File: src/sv/fsq_pkg.sv
`default_nettype none
package fsq_pkg;
  localparam int unsigned ThreadSlots = 16;
  localparam int unsigned TickBits    = 16;
  localparam int unsigned IdxW        = $clog2(ThreadSlots);
  localparam int unsigned CntW        = $clog2(ThreadSlots + 1);

  typedef enum logic [2:0] {
    OP_ADD     = 3'd0,
    OP_PREEMPT = 3'd1,
    OP_SLEEP   = 3'd2,
    OP_BLOCK   = 3'd3,
    OP_TICK    = 3'd4
  } op_e;

  typedef enum logic [1:0] {
    ST_OK    = 2'd0,
    ST_FULL  = 2'd1,
    ST_NORUN = 2'd2
  } status_e;

  typedef enum logic [2:0] {
    S_IDLE,
    S_FIND,
    S_SHIFT,
    S_DEC,
    S_WAKE,
    S_COMPACT,
    S_OUT
  } state_e;

  typedef struct packed {
    logic [2:0]  op;
    logic [3:0]  thread_id;
    logic [15:0] sleep_ticks;
  } in_t;

  typedef struct packed {
    logic [3:0] running_id;
    logic       running_idle;
    logic [3:0] woken_id;
    logic       woken_valid;
    logic [1:0] status;
    logic       last;
  } out_t;
endpackage
`default_nettype wire

File: src/sv/fsq_if.sv
`default_nettype none
interface fsq_in_if;
  logic        valid;
  logic        ready;
  logic [2:0]  op;
  logic [3:0]  thread_id;
  logic [15:0] sleep_ticks;
  modport source (output valid, op, thread_id, sleep_ticks, input ready);
  modport sink (input valid, op, thread_id, sleep_ticks, output ready);
endinterface

interface fsq_out_if;
  logic       valid;
  logic       ready;
  logic [3:0] running_id;
  logic       running_idle;
  logic [3:0] woken_id;
  logic       woken_valid;
  logic [1:0] status;
  logic       last;
  modport source (output valid, running_id, running_idle, woken_id, woken_valid, status,
                  last, input ready);
  modport sink (input valid, running_id, running_idle, woken_id, woken_valid, status,
                last, output ready);
endinterface
`default_nettype wire

File: src/sv/fifo_scheduler_with_sleep_queue_top.sv
// channel | dir | payload
// in_i    | in  | op, thread_id, sleep_ticks
// out_o   | out | running_id, running_idle, woken_id, woken_valid, status, last
// Ready queue ops go from the input transfer straight to their output transfer.
// Sleep insertion walks up to the slot, then shifts entries down from the list end to it.
// A tick walks the list to decrement, emits one transfer per woken thread,
// then compacts after the last transfer.
// All walks share one entry-step counter. Reset clears counts and the running thread.
// A stalled output holds the sequencer; no input is taken until the item is finished.
`default_nettype none
module fifo_scheduler_with_sleep_queue_top (
  input  wire logic clk_i,
  input  wire logic rst_ni,
  fsq_in_if.sink    in_i,
  fsq_out_if.source out_o
);
  import fsq_pkg::*;

  state_e state_q, state_d;
  logic [3:0]      rq_ids_q [ThreadSlots];
  logic [3:0]      sl_ids_q [ThreadSlots];
  logic [TickBits-1:0] sl_rem_q [ThreadSlots];
  logic [IdxW-1:0] rq_head_q;
  logic [CntW-1:0] rq_cnt_q, sl_cnt_q;
  logic [3:0]      cur_id_q;
  logic            cur_val_q;
  logic [TickBits-1:0] tk_q;
  logic [CntW-1:0] i_q;   // shared walk index
  logic [CntW-1:0] pos_q, woken_q;
  out_t            res_q;

  assign in_i.ready = (state_q == S_IDLE);
  assign out_o.valid = (state_q == S_OUT);
  assign out_o.running_id   = res_q.running_id;
  assign out_o.running_idle = res_q.running_idle;
  assign out_o.woken_id     = res_q.woken_id;
  assign out_o.woken_valid  = res_q.woken_valid;
  assign out_o.status       = res_q.status;
  assign out_o.last         = res_q.last;

  logic [IdxW-1:0] tail_w;
  assign tail_w = rq_head_q + rq_cnt_q[IdxW-1:0];
  logic [IdxW-1:0] i_w;
  assign i_w = i_q[IdxW-1:0];

  // look one entry ahead so the final woken transfer carries last
  logic [CntW-1:0] wk_nxt_w;
  logic            wake_now_w, wake_next_w;
  assign wk_nxt_w    = woken_q + 1'b1;
  assign wake_now_w  = (woken_q < sl_cnt_q) && (sl_rem_q[woken_q[IdxW-1:0]] == '0);
  assign wake_next_w = (wk_nxt_w < sl_cnt_q) && (sl_rem_q[wk_nxt_w[IdxW-1:0]] == '0);

  always_ff @(posedge clk_i or negedge rst_ni) begin
    if (!rst_ni) state_q <= S_IDLE;
    else state_q <= state_d;
  end

  logic resume_wake_q; // after an output transfer in a tick, continue waking

  always_comb begin
    state_d = state_q;
    case (state_q)
      S_IDLE: if (in_i.valid) begin
        if (in_i.op == OP_SLEEP && in_i.sleep_ticks != '0 && cur_val_q &&
            sl_cnt_q != CntW'(ThreadSlots)) state_d = S_FIND;
        else if (in_i.op == OP_TICK) state_d = S_DEC;
        else state_d = S_OUT;
      end
      S_FIND: if (i_q == sl_cnt_q || sl_rem_q[i_w] > tk_q) state_d = S_SHIFT;
      S_SHIFT: if (i_q == pos_q) state_d = S_OUT;
      S_DEC: if (i_q == sl_cnt_q) state_d = S_WAKE;
      S_WAKE: state_d = S_OUT;
      S_COMPACT: if (i_q == sl_cnt_q) state_d = S_IDLE;
      S_OUT: if (out_o.ready) begin
        if (resume_wake_q) state_d = S_WAKE;
        else if (woken_q != '0) state_d = S_COMPACT;
        else state_d = S_IDLE;
      end
      default: state_d = S_IDLE;
    endcase
  end

  always_ff @(posedge clk_i or negedge rst_ni) begin
    if (!rst_ni) begin
      rq_head_q <= '0; rq_cnt_q <= '0; sl_cnt_q <= '0;
      cur_id_q <= '0; cur_val_q <= 1'b0; resume_wake_q <= 1'b0;
      tk_q <= '0; i_q <= '0; pos_q <= '0; woken_q <= '0; res_q <= '0;
    end else begin
      case (state_q)
        S_IDLE: if (in_i.valid) begin
          tk_q <= in_i.sleep_ticks;
          i_q <= '0; woken_q <= '0; resume_wake_q <= 1'b0;
          res_q.woken_id <= '0; res_q.woken_valid <= 1'b0; res_q.last <= 1'b1;
          res_q.status <= ST_OK;
          res_q.running_id <= cur_val_q ? cur_id_q : '0;
          res_q.running_idle <= !cur_val_q;
          case (in_i.op)
            OP_ADD: begin
              if (rq_cnt_q == CntW'(ThreadSlots)) res_q.status <= ST_FULL;
              else begin
                rq_ids_q[tail_w] <= in_i.thread_id;
                rq_cnt_q <= rq_cnt_q + 1'b1;
              end
            end
            OP_PREEMPT, OP_SLEEP, OP_BLOCK: begin
              if (in_i.op != OP_PREEMPT && !cur_val_q) res_q.status <= ST_NORUN;
              else if (in_i.op == OP_SLEEP && in_i.sleep_ticks != '0 &&
                       sl_cnt_q == CntW'(ThreadSlots)) res_q.status <= ST_FULL;
              else if (in_i.op == OP_BLOCK) begin
                if (rq_cnt_q != '0) begin
                  cur_id_q <= rq_ids_q[rq_head_q]; cur_val_q <= 1'b1;
                  rq_head_q <= rq_head_q + 1'b1; rq_cnt_q <= rq_cnt_q - 1'b1;
                  res_q.running_id <= rq_ids_q[rq_head_q]; res_q.running_idle <= 1'b0;
                end else begin
                  cur_id_q <= '0; cur_val_q <= 1'b0;
                  res_q.running_id <= '0; res_q.running_idle <= 1'b1;
                end
              end else if (in_i.op == OP_SLEEP && in_i.sleep_ticks != '0) begin
                // handled by the insertion walk
              end else if (rq_cnt_q != '0) begin
                // preempt or zero-tick sleep: head leaves, old runner joins the tail
                cur_id_q <= rq_ids_q[rq_head_q]; cur_val_q <= 1'b1;
                rq_head_q <= rq_head_q + 1'b1;
                res_q.running_id <= rq_ids_q[rq_head_q]; res_q.running_idle <= 1'b0;
                if (cur_val_q) rq_ids_q[tail_w] <= cur_id_q;
                else rq_cnt_q <= rq_cnt_q - 1'b1;
              end
            end
            default: ;
          endcase
        end
        S_FIND: begin
          if (i_q == sl_cnt_q || sl_rem_q[i_w] > tk_q) begin
            pos_q <= i_q; i_q <= sl_cnt_q;
          end else i_q <= i_q + 1'b1;
        end
        S_SHIFT: begin
          if (i_q == pos_q) begin
            sl_ids_q[i_w] <= cur_id_q; sl_rem_q[i_w] <= tk_q;
            sl_cnt_q <= sl_cnt_q + 1'b1;
            if (rq_cnt_q != '0) begin
              cur_id_q <= rq_ids_q[rq_head_q]; cur_val_q <= 1'b1;
              rq_head_q <= rq_head_q + 1'b1; rq_cnt_q <= rq_cnt_q - 1'b1;
              res_q.running_id <= rq_ids_q[rq_head_q]; res_q.running_idle <= 1'b0;
            end else begin
              cur_id_q <= '0; cur_val_q <= 1'b0;
              res_q.running_id <= '0; res_q.running_idle <= 1'b1;
            end
          end else begin
            sl_ids_q[i_w] <= sl_ids_q[i_w - 1'b1];
            sl_rem_q[i_w] <= sl_rem_q[i_w - 1'b1];
            i_q <= i_q - 1'b1;
          end
        end
        S_DEC: begin
          if (i_q == sl_cnt_q) i_q <= '0;
          else begin
            if (sl_rem_q[i_w] != '0) sl_rem_q[i_w] <= sl_rem_q[i_w] - 1'b1;
            i_q <= i_q + 1'b1;
          end
        end
        S_WAKE: begin
          if (wake_now_w) begin
            res_q.woken_id <= sl_ids_q[woken_q[IdxW-1:0]];
            res_q.woken_valid <= 1'b1;
            if (rq_cnt_q == CntW'(ThreadSlots)) res_q.status <= ST_FULL;
            else begin
              res_q.status <= ST_OK;
              rq_ids_q[tail_w] <= sl_ids_q[woken_q[IdxW-1:0]];
              rq_cnt_q <= rq_cnt_q + 1'b1;
            end
            woken_q <= wk_nxt_w;
            i_q <= wk_nxt_w;
            resume_wake_q <= wake_next_w;
            res_q.last <= !wake_next_w;
          end else resume_wake_q <= 1'b0;
        end
        S_COMPACT: begin
          if (i_q == sl_cnt_q) begin
            sl_cnt_q <= sl_cnt_q - woken_q;
          end else begin
            sl_ids_q[i_w - woken_q[IdxW-1:0]] <= sl_ids_q[i_w];
            sl_rem_q[i_w - woken_q[IdxW-1:0]] <= sl_rem_q[i_w];
            i_q <= i_q + 1'b1;
          end
        end
        default: ;
      endcase
    end
  end
endmodule
`default_nettype wire

File: src/flat_wrapper.sv
// flat-port wrapper written by rule: the top's interface ports become plain ports
module fifo_scheduler_with_sleep_queue_top_flat import fsq_pkg::*;
  (clk_i, rst_ni, in_i_valid, in_i_op, in_i_thread_id, in_i_sleep_ticks, in_i_ready, out_o_valid, out_o_running_id, out_o_running_idle, out_o_woken_id, out_o_woken_valid, out_o_status, out_o_last, out_o_ready);
  fsq_in_if in_i_i ();
  fsq_out_if out_o_i ();
  input  wire logic clk_i;
  input  wire logic rst_ni;
  input wire logic [$bits(in_i_i.valid)-1:0] in_i_valid;
  input wire logic [$bits(in_i_i.op)-1:0] in_i_op;
  input wire logic [$bits(in_i_i.thread_id)-1:0] in_i_thread_id;
  input wire logic [$bits(in_i_i.sleep_ticks)-1:0] in_i_sleep_ticks;
  output wire logic [$bits(in_i_i.ready)-1:0] in_i_ready;
  output wire logic [$bits(out_o_i.valid)-1:0] out_o_valid;
  output wire logic [$bits(out_o_i.running_id)-1:0] out_o_running_id;
  output wire logic [$bits(out_o_i.running_idle)-1:0] out_o_running_idle;
  output wire logic [$bits(out_o_i.woken_id)-1:0] out_o_woken_id;
  output wire logic [$bits(out_o_i.woken_valid)-1:0] out_o_woken_valid;
  output wire logic [$bits(out_o_i.status)-1:0] out_o_status;
  output wire logic [$bits(out_o_i.last)-1:0] out_o_last;
  input wire logic [$bits(out_o_i.ready)-1:0] out_o_ready;
  assign in_i_i.valid = in_i_valid;
  assign in_i_i.op = in_i_op;
  assign in_i_i.thread_id = in_i_thread_id;
  assign in_i_i.sleep_ticks = in_i_sleep_ticks;
  assign in_i_ready = in_i_i.ready;
  assign out_o_valid = out_o_i.valid;
  assign out_o_running_id = out_o_i.running_id;
  assign out_o_running_idle = out_o_i.running_idle;
  assign out_o_woken_id = out_o_i.woken_id;
  assign out_o_woken_valid = out_o_i.woken_valid;
  assign out_o_status = out_o_i.status;
  assign out_o_last = out_o_i.last;
  assign out_o_i.ready = out_o_ready;
  fifo_scheduler_with_sleep_queue_top u_core (.clk_i(clk_i), .rst_ni(rst_ni), .in_i(in_i_i), .out_o(out_o_i));
endmodule
File: config.mk
export PLATFORM = sky130hd
export DESIGN_NAME = fifo_scheduler_with_sleep_queue_top_flat
export DESIGN_NICKNAME = d
export VERILOG_FILES = /design/src/sv/fsq_pkg.sv /design/src/sv/fsq_if.sv /design/src/sv/fifo_scheduler_with_sleep_queue_top.sv /design/src/flat_wrapper.sv
export SDC_FILE = /design/constraint.sdc
export NUM_CORES = 1
export LEC_CHECK = 0
export BUFFER_PORTS_ARGS = -buffer_cell sky130_fd_sc_hd__buf_4
export CAP_MARGIN = 40
export CORE_MARGIN = 3
export CORE_UTILIZATION = 54
export CTS_CLUSTER_SIZE = 25
export DETAILED_ROUTE_END_ITERATION = 10
export PLACE_DENSITY_LB_ADDON = 0.2
export SLEW_MARGIN = 15
export SYNTH_ARGS = -nofsm -noshare
export SYNTH_HDL_FRONTEND = slang
export SYNTH_SLANG_ARGS = --single-unit
File: constraint.sdc
create_clock -name clk_i -period 7.4 [get_ports clk_i]
set_input_delay 1.48 -clock clk_i [delete_from_list [all_inputs] [get_ports clk_i]]
set_output_delay 1.48 -clock clk_i [all_outputs]
set_load 0.01 [all_outputs]
Yosys cells after proc, flatten, opt, wreduce, memory -nomap -nowiden
Memories as Yosys holds them, arrays and structs flattened.
Index checks and enable logic that the tools add are counted.
{"block": "word_totals", "ff_bits": 67, "ramBits": 384, "in_bits": 27, "elab_cells": 246, "n_memories": 3}
{"block": "op_classes", "add_sub_neg": 12, "order_cmp": 3, "n_eq_ne": 36, "n_mux": 126, "bitwise": 5, "reduce_logical": 44}
{"name": "u_core.sl_rem_q", "words": 16, "word_bits": 16, "rd": 4, "rd_clocked_by_memory_dff": 0, "wr": 1, "line_no": "fifo_scheduler_with_sleep_queue_top.sv:22", "rtl": "logic [TickBits-1:0] sl_rem_q [ThreadSlots];"}
{"name": "u_core.rq_ids_q", "words": 16, "word_bits": 4, "rd": 1, "rd_clocked_by_memory_dff": 0, "wr": 1, "line_no": "fifo_scheduler_with_sleep_queue_top.sv:20", "rtl": "logic [3:0] rq_ids_q [ThreadSlots];"}
{"name": "u_core.sl_ids_q", "words": 16, "word_bits": 4, "rd": 3, "rd_clocked_by_memory_dff": 0, "wr": 1, "line_no": "fifo_scheduler_with_sleep_queue_top.sv:21", "rtl": "logic [3:0] sl_ids_q [ThreadSlots];"}
{"cell": "2-to-1 mux 5 bit", "n": 27}
{"cell": "2-to-1 mux 4 bit", "n": 24}
{"cell": "2-to-1 mux 16 bit", "n": 3}
{"cell": "2-to-1 mux 1 bit", "n": 46}
{"cell": "case mux 5 bit (2 select lines)", "n": 4}
{"cell": "zero test 16 bit", "n": 2}
{"cell": "nonzero test 16 bit", "n": 2}
{"cell": "2-to-1 mux 3 bit", "n": 10}
{"cell": "case mux 5 bit (6 select lines)", "n": 1}
{"cell": "case mux 3 bit (7 select lines)", "n": 1}
{"cell": "adder 5 x 1 -> 5 bit (second input constant)", "n": 4}
{"cell": "> comparator 16 bit", "n": 1}
{"cell": "case mux 4 bit (2 select lines)", "n": 2}
{"cell": "case mux 8 bit (2 select lines)", "n": 1}
{"cell": "OR reduction 16 bit", "n": 1}
{"cell": "subtractor 16 x 1 -> 16 bit (second input constant)", "n": 1}
{"cell": "case mux 5 bit (3 select lines)", "n": 1}
{"cell": "logical AND 1 bit", "n": 14}
{"cell": "!= test 2 x 1 -> 1 bit (second input constant)", "n": 7}
{"cell": "2-to-1 mux 13 bit", "n": 1}
{"cell": "== test 3 x 2 -> 1 bit (second input constant)", "n": 4}
{"cell": "== test 3 bit (second input constant)", "n": 4}
{"cell": "== test 5 bit", "n": 2}
{"cell": "== test 5 bit (second input constant)", "n": 2}
{"cell": "other kinds (35)", "n": 61}

Depth between registers and ports, before layout
{"block": "logic_depth", "ltp_word": 13, "ltp_mapped": 18, "ltp_nobuf": 14}

Least setup slack after synthesis
Ideal clock, no wire load.
{"block": "synth_timing", "path_kind": "reg-to-reg", "startpoint": "register u_core.i_q[1]", "endpoint": "memory u_core.sl_rem_q[0][5], data pin", "setup_time_ps": 378, "arrival_ps": 3898, "required_time_ps": 7022, "setup_slack_ps": 3124, "path_stages_with_launch": 14, "path_buffers": 4, "synth_period_minus_slack_ps": 4276, "path_cell_list": "dfrtp_1 > buf_2 > buf_2 > buf_2 > buf_1 > mux4_2 > mux2i_1 > nand2_1 > o21ai_0 > ha_1 > nand4b_1 > o21a_2 > and4_1 > nor4_1"}
{"block": "synth_between", "elab_chain_cells": 9, "word_cells_on_any_way": 23}
{"element": "start: declaration", "line_no": "fifo_scheduler_with_sleep_queue_top.sv:28", "rtl": "logic [CntW-1:0] i_q;"}
{"element": "start signal: assignment", "line_no": "fifo_scheduler_with_sleep_queue_top.sv:134", "rtl": "pos_q <= i_q; i_q <= sl_cnt_q;"}
{"element": "start signal: assignment", "line_no": "fifo_scheduler_with_sleep_queue_top.sv:135", "rtl": "end else i_q <= i_q + 1'b1;"}
{"element": "start signal: assignment", "line_no": "fifo_scheduler_with_sleep_queue_top.sv:152", "rtl": "i_q <= i_q - 1'b1;"}
{"element": "memory read (16 x 16 bit)"}
{"element": "nonzero test 16 bit", "line_no": "fifo_scheduler_with_sleep_queue_top.sv:158", "rtl": "if (sl_rem_q[i_w] != '0) sl_rem_q[i_w] <= sl_rem_q[i_w] - 1'b1;"}
{"element": "2-to-1 mux 1 bit", "line_no": "fifo_scheduler_with_sleep_queue_top.sv:158"}
{"element": "2-to-1 mux 1 bit", "line_no": "fifo_scheduler_with_sleep_queue_top.sv:156", "rtl": "if (i_q == sl_cnt_q) i_q <= '0;"}
{"element": "2-to-1 mux 1 bit", "line_no": "fifo_scheduler_with_sleep_queue_top.sv:89", "rtl": "case (state_q)"}
{"element": "logical AND 1 bit (not written as such)", "line_no": "fifo_scheduler_with_sleep_queue_top.sv:158"}
{"element": "2-to-1 mux 1 bit (not written as such)", "line_no": "fifo_scheduler_with_sleep_queue_top.sv:158"}
{"element": "2-to-1 mux 16 bit (no line)"}
{"element": "2-to-1 mux 16 bit (no line) *"}
{"element": "end: declaration", "line_no": "fifo_scheduler_with_sleep_queue_top.sv:22"}
Every way passes the cells marked *; elsewhere a longest branch is shown, timed or not.

Final worst setup path
{"block": "layout_timing", "startpoint": "register u_core.i_q[0]", "endpoint": "register u_core.i_q[4]"}
{"block": "layout_between", "elab_chain_cells": 5, "word_cells_on_any_way": 15}
{"element": "memory read (16 x 16 bit)"}
{"element": "> comparator 16 bit", "line_no": "fifo_scheduler_with_sleep_queue_top.sv:133", "rtl": "if (i_q == sl_cnt_q || sl_rem_q[i_w] > tk_q) begin"}
{"element": "logical OR 1 bit", "line_no": "fifo_scheduler_with_sleep_queue_top.sv:133"}
{"element": "2-to-1 mux 5 bit", "line_no": "fifo_scheduler_with_sleep_queue_top.sv:133"}
{"element": "case mux 5 bit (6 select lines)", "line_no": "fifo_scheduler_with_sleep_queue_top.sv:89"}
Parallel ways exist; a longest one is shown, timed or not. The select of a mux whose other input is x is not followed.
A chain may end at the register's enable or synchronous reset.

==> results.json <==
{
  "outcome": "finished, final reports clean",
  "ios": 42,
  "finalHoldViolCount": 0,
  "grt_overflow_total": 0,
  "hpwl_um": 55000,
  "cp-start-kind": "flop",
  "vdd_drop_max_v": 0.000254,
  "synth-seq-area-share_pct": 53.1,
  "cp-end-kind": "flop",
  "timing.fmax_mhz": 198,
  "share_comb_of_total_power_pct": 48.8,
  "cap_violations": 0,
  "diodes": 0,
  "skew_ps": 44.8,
  "routed.top_layer": "met5",
  "yosysWarnings": 0,
  "grt_start_max_net_pins": 68,
  "netSwitchingPower_uw": 4950,
  "wl_per_cell_um": 31.1,
  "p_leak_uw": 0.00940,
  "rsz0062_at_grt": "false",
  "hp-start": "u_core.out_o.woken_valid",
  "yosys_register_bits": 451,
  "ff2ff_path_depth": 14,
  "met2_length_um": 34500,
  "area_growth_pct": 11.3,
  "tightest_slew_ps": 921,
  "syn-cell-area_um2": 24900,
  "synth_edf_count": 384,
  "die_h_um": 221,
  "drt_pass1_iterations": 8,
  "drtAntennaViolNets": 0,
  "internal_power_uw": 7420,
  "p_clk_share_pct": 19.9,
  "path_class": "flop to flop",
  "whs_endpoint": "u_core.out_o.woken_valid",
  "grt_util_all_layers_pct": 31.5,
  "power_density_nw_per_um2": 447,
  "critPathMaxFanout": 67,
  "cts-resized-gates": 0,
  "r2r-end": "u_core.i_q[4]",
  "synthArstFlopShare_pct": 14.9,
  "cts_buffers": 47,
  "min_period_over_period_pct": 68.3,
  "die_width_um": 221,
  "cp.arrival_ps": 5520,
  "viasPerCell": 7.29,
  "tns_ps": 0,
  "cp_common_cell": "nor2_1",
  "hold_buffers": 0,
  "crit_slowest_cell": "nor4_1",
  "crit_buf_inv": 3,
  "drive_gt1_share_pct": 24.2,
  "p_sw_share_pct": 40.0,
  "dr_wl_met3_um": 9630,
  "dpl.cell_count": 2348,
  "r2r-start": "u_core.i_q[0]",
  "clkLatencyLatePin_ps": 610,
  "avgSynthCellArea_um2": 14.2,
  "synth_nets": 1831,
  "max_slew_margin_pct": 38.2,
  "syn_inst": 1757,
  "cpPeakStageDelay_ps": 730,
  "grt_pass1_vias": 17252,
  "hp-class": "flop to flop",
  "rows": 78,
  "power_frac_seq_pct": 31.4,
  "antenna_found_initial": 2,
  "finalNonFillerCells": 2434,
  "setup_viol_count_final": 0,
  "ys_types": 89,
  "final_nets": 1873,
  "postCtsSetupBuffers": 0,
  "slew_viol_final": 0,
  "wl_met1_um": 27900,
  "cp_top_family": "compound AO/OA/AOI/OAI gates",
  "via_count": 17737,
  "ys.flop_type": "edfxtp_1",
  "core_area_um2": 45500,
  "die_area_um2": 48700,
  "cts_tree": "yes",
  "cts_sinks": 451,
  "htreeDepth": 2,
  "grt_pass1_wl_um": 113000,
  "drc": 0,
  "clk_transition_reported_paths_ps": 70,
  "cp_cell_sequence": "buf_16 -> buf_12 -> mux4_2 -> nor2_1 -> nor2_1 -> o21ai_0 -> inv_1 -> ha_1 -> nand4_1 -> nor4_1 -> o21bai_1 -> a21oi_1 -> a221oi_1 -> o22ai_1",
  "required_ps": 7870,
  "drt_wl_total_um": 75700,
  "drt-initial-drc-count": 3037,
  "r2r_slack_ps": 2340,
  "cts.root.buffer_cell": "clkbuf_16",
  "start_util_pct": 54.7,
  "cts.path.max_buffers": 3,
  "hold_depth": 2,
  "place.gp.congestion": 1.03,
  "n_fill_cell": 3414,
  "period_minus_slack_ps": 5060,
  "io_buffer_count": 41
}
## layer usage
layer	GRT usage, %	vias to the layer above
met5	0	-
met1	42.7	8865
met2	48.7	1344
li1	-	7268
met4	12.1	2
met3	9.19	258
## how the worst max path moves through the flow
stage                             start                     to  slack [ps]  cells past startpoint
after global routing      u_core.i_q[0]          u_core.i_q[1]        1950                     14
after CTS                 u_core.i_q[0]          u_core.i_q[4]        2200                     13
after floorplan           u_core.i_q[1]  u_core.sl_rem_q[0][5]        3120                     13
after detailed placement  u_core.i_q[0]          u_core.i_q[4]        2210                     13
final                     u_core.i_q[0]          u_core.i_q[4]        2340                     14
after global placement    u_core.i_q[0]  u_core.sl_rem_q[3][5]        2090                      9
## area by class of cell
type                       count  area (µm²)  area share, %
clock buffer                  52        1190           4.31
clock inverter                32         387           1.40
inverter                      58         218          0.786
multi-input combinational   1136       11000           39.6
sequential                   451       13200           47.7
tap                          600         751           2.71
timing repair buffer         105         963           3.48
## layout by cell type (no fill, tap or decap), drive strengths merged, types with 52 or more instances in the layout
cell type	netlist	routed
o21ai	84	84
buf	50	105
nor4	76	76
edfxtp	384	384
inv	57	59
dfrtp	67	67
nand2	96	96
nor2	80	80
mux2i	74	74
a21oi	61	61
clkbuf	62	52
mux4	192	192
## flip-flops by register name (all words and copies together), names as in the netlist, 5 cells and up
signal           cells
u_core.tk_q         16
u_core.sl_cnt_q      5
u_core.i_q           5
u_core.sl_rem_q    256
u_core.sl_ids_q     64
u_core.woken_q       5
u_core.rq_ids_q     64
u_core.rq_cnt_q      5
u_core.pos_q         5
## power groups by stage
| stage | clock network, µW | registers [µW] | logic (µW) |
|---|---|---|---|
| after floorplan | 0 | 3690 | 4190 |
| after global placement | 0 | 3970 | 5630 |
| after detailed placement | 0 | 3960 | 5800 |
| after CTS | 2490 | 3920 | 5820 |
| after global routing | 2600 | 3900 | 6430 |
| final | 2460 | 3880 | 6030 |
## Yosys cell counts (all sizes together), types with 11 or more instances
master  number  area share, %
a22o        12           0.42
nor2b       15           0.38
nand2b      14           0.35
a21o        13           0.39
o21a        11           0.34
nand3       48           0.97
nand2       96            1.5
xnor2       21           0.74
ha          44            2.2
nor2        80            1.2
clkbuf      62           0.96
o31ai       11           0.41
buf         50            1.4
and3        11           0.28
nand4       27           0.68
mux2i       74            3.0
a21oi       61            1.2
nor4        76            2.0
nor3        27           0.54
inv         57           0.86
mux2        33            1.5
a22oi       26           0.78
edfxtp     384             46
o22ai       17           0.43
o21ai       84            1.7
dfrtp       67            6.7
mux4       192             18
a221oi      24           0.89
a31oi       11           0.28
## worst register-to-register path: stages (launching register included)
cell and delay (ps):
dfrtp_4 520, buf_16 280, buf_12 460, mux4_2 620
nor2_1 100, nor2_1 50, o21ai_0 470, inv_1 120
ha_1 320, nand4_1 150, nor4_1 730, o21bai_1 260
a21oi_1 300, a221oi_1 410, o22ai_1 130
## through the flow
stage | setup WS (ps) | util [%] | cell area [µm²] | power, µW | hold slack [ps]
final | 2340 | 60.9 | 27700 | 12400 | 496
after global routing | 1950 | 60.9 | 27700 | 12900 | 529
after CTS | 2200 | 60.8 | 27700 | 12200 | 493
after detailed placement | 2210 | 57.4 | 26100 | 9760 | 478
after global placement | 2090 | 56.7 | 25800 | 9600 | 471
after floorplan | 3120 | - | 24900 | 7880 | 493
## cell families (layout without fill, tap and decap cells)
| family | after synthesis | in the layout | synth area share (%) |
|---|---|---|---|
| compound gates | 330 | 330 | 9.25 |
| buf+inv | 170 | 247 | 3.25 |
| mux | 299 | 299 | 22.0 |
| xor+xnor | 31 | 31 | 1.09 |
| simple gates | 429 | 429 | 8.89 |
| flops | 451 | 451 | 53.1 |
| fa+ha+maj | 47 | 47 | 2.45 |
Note: power is estimated with default switching activity, not from simulation.
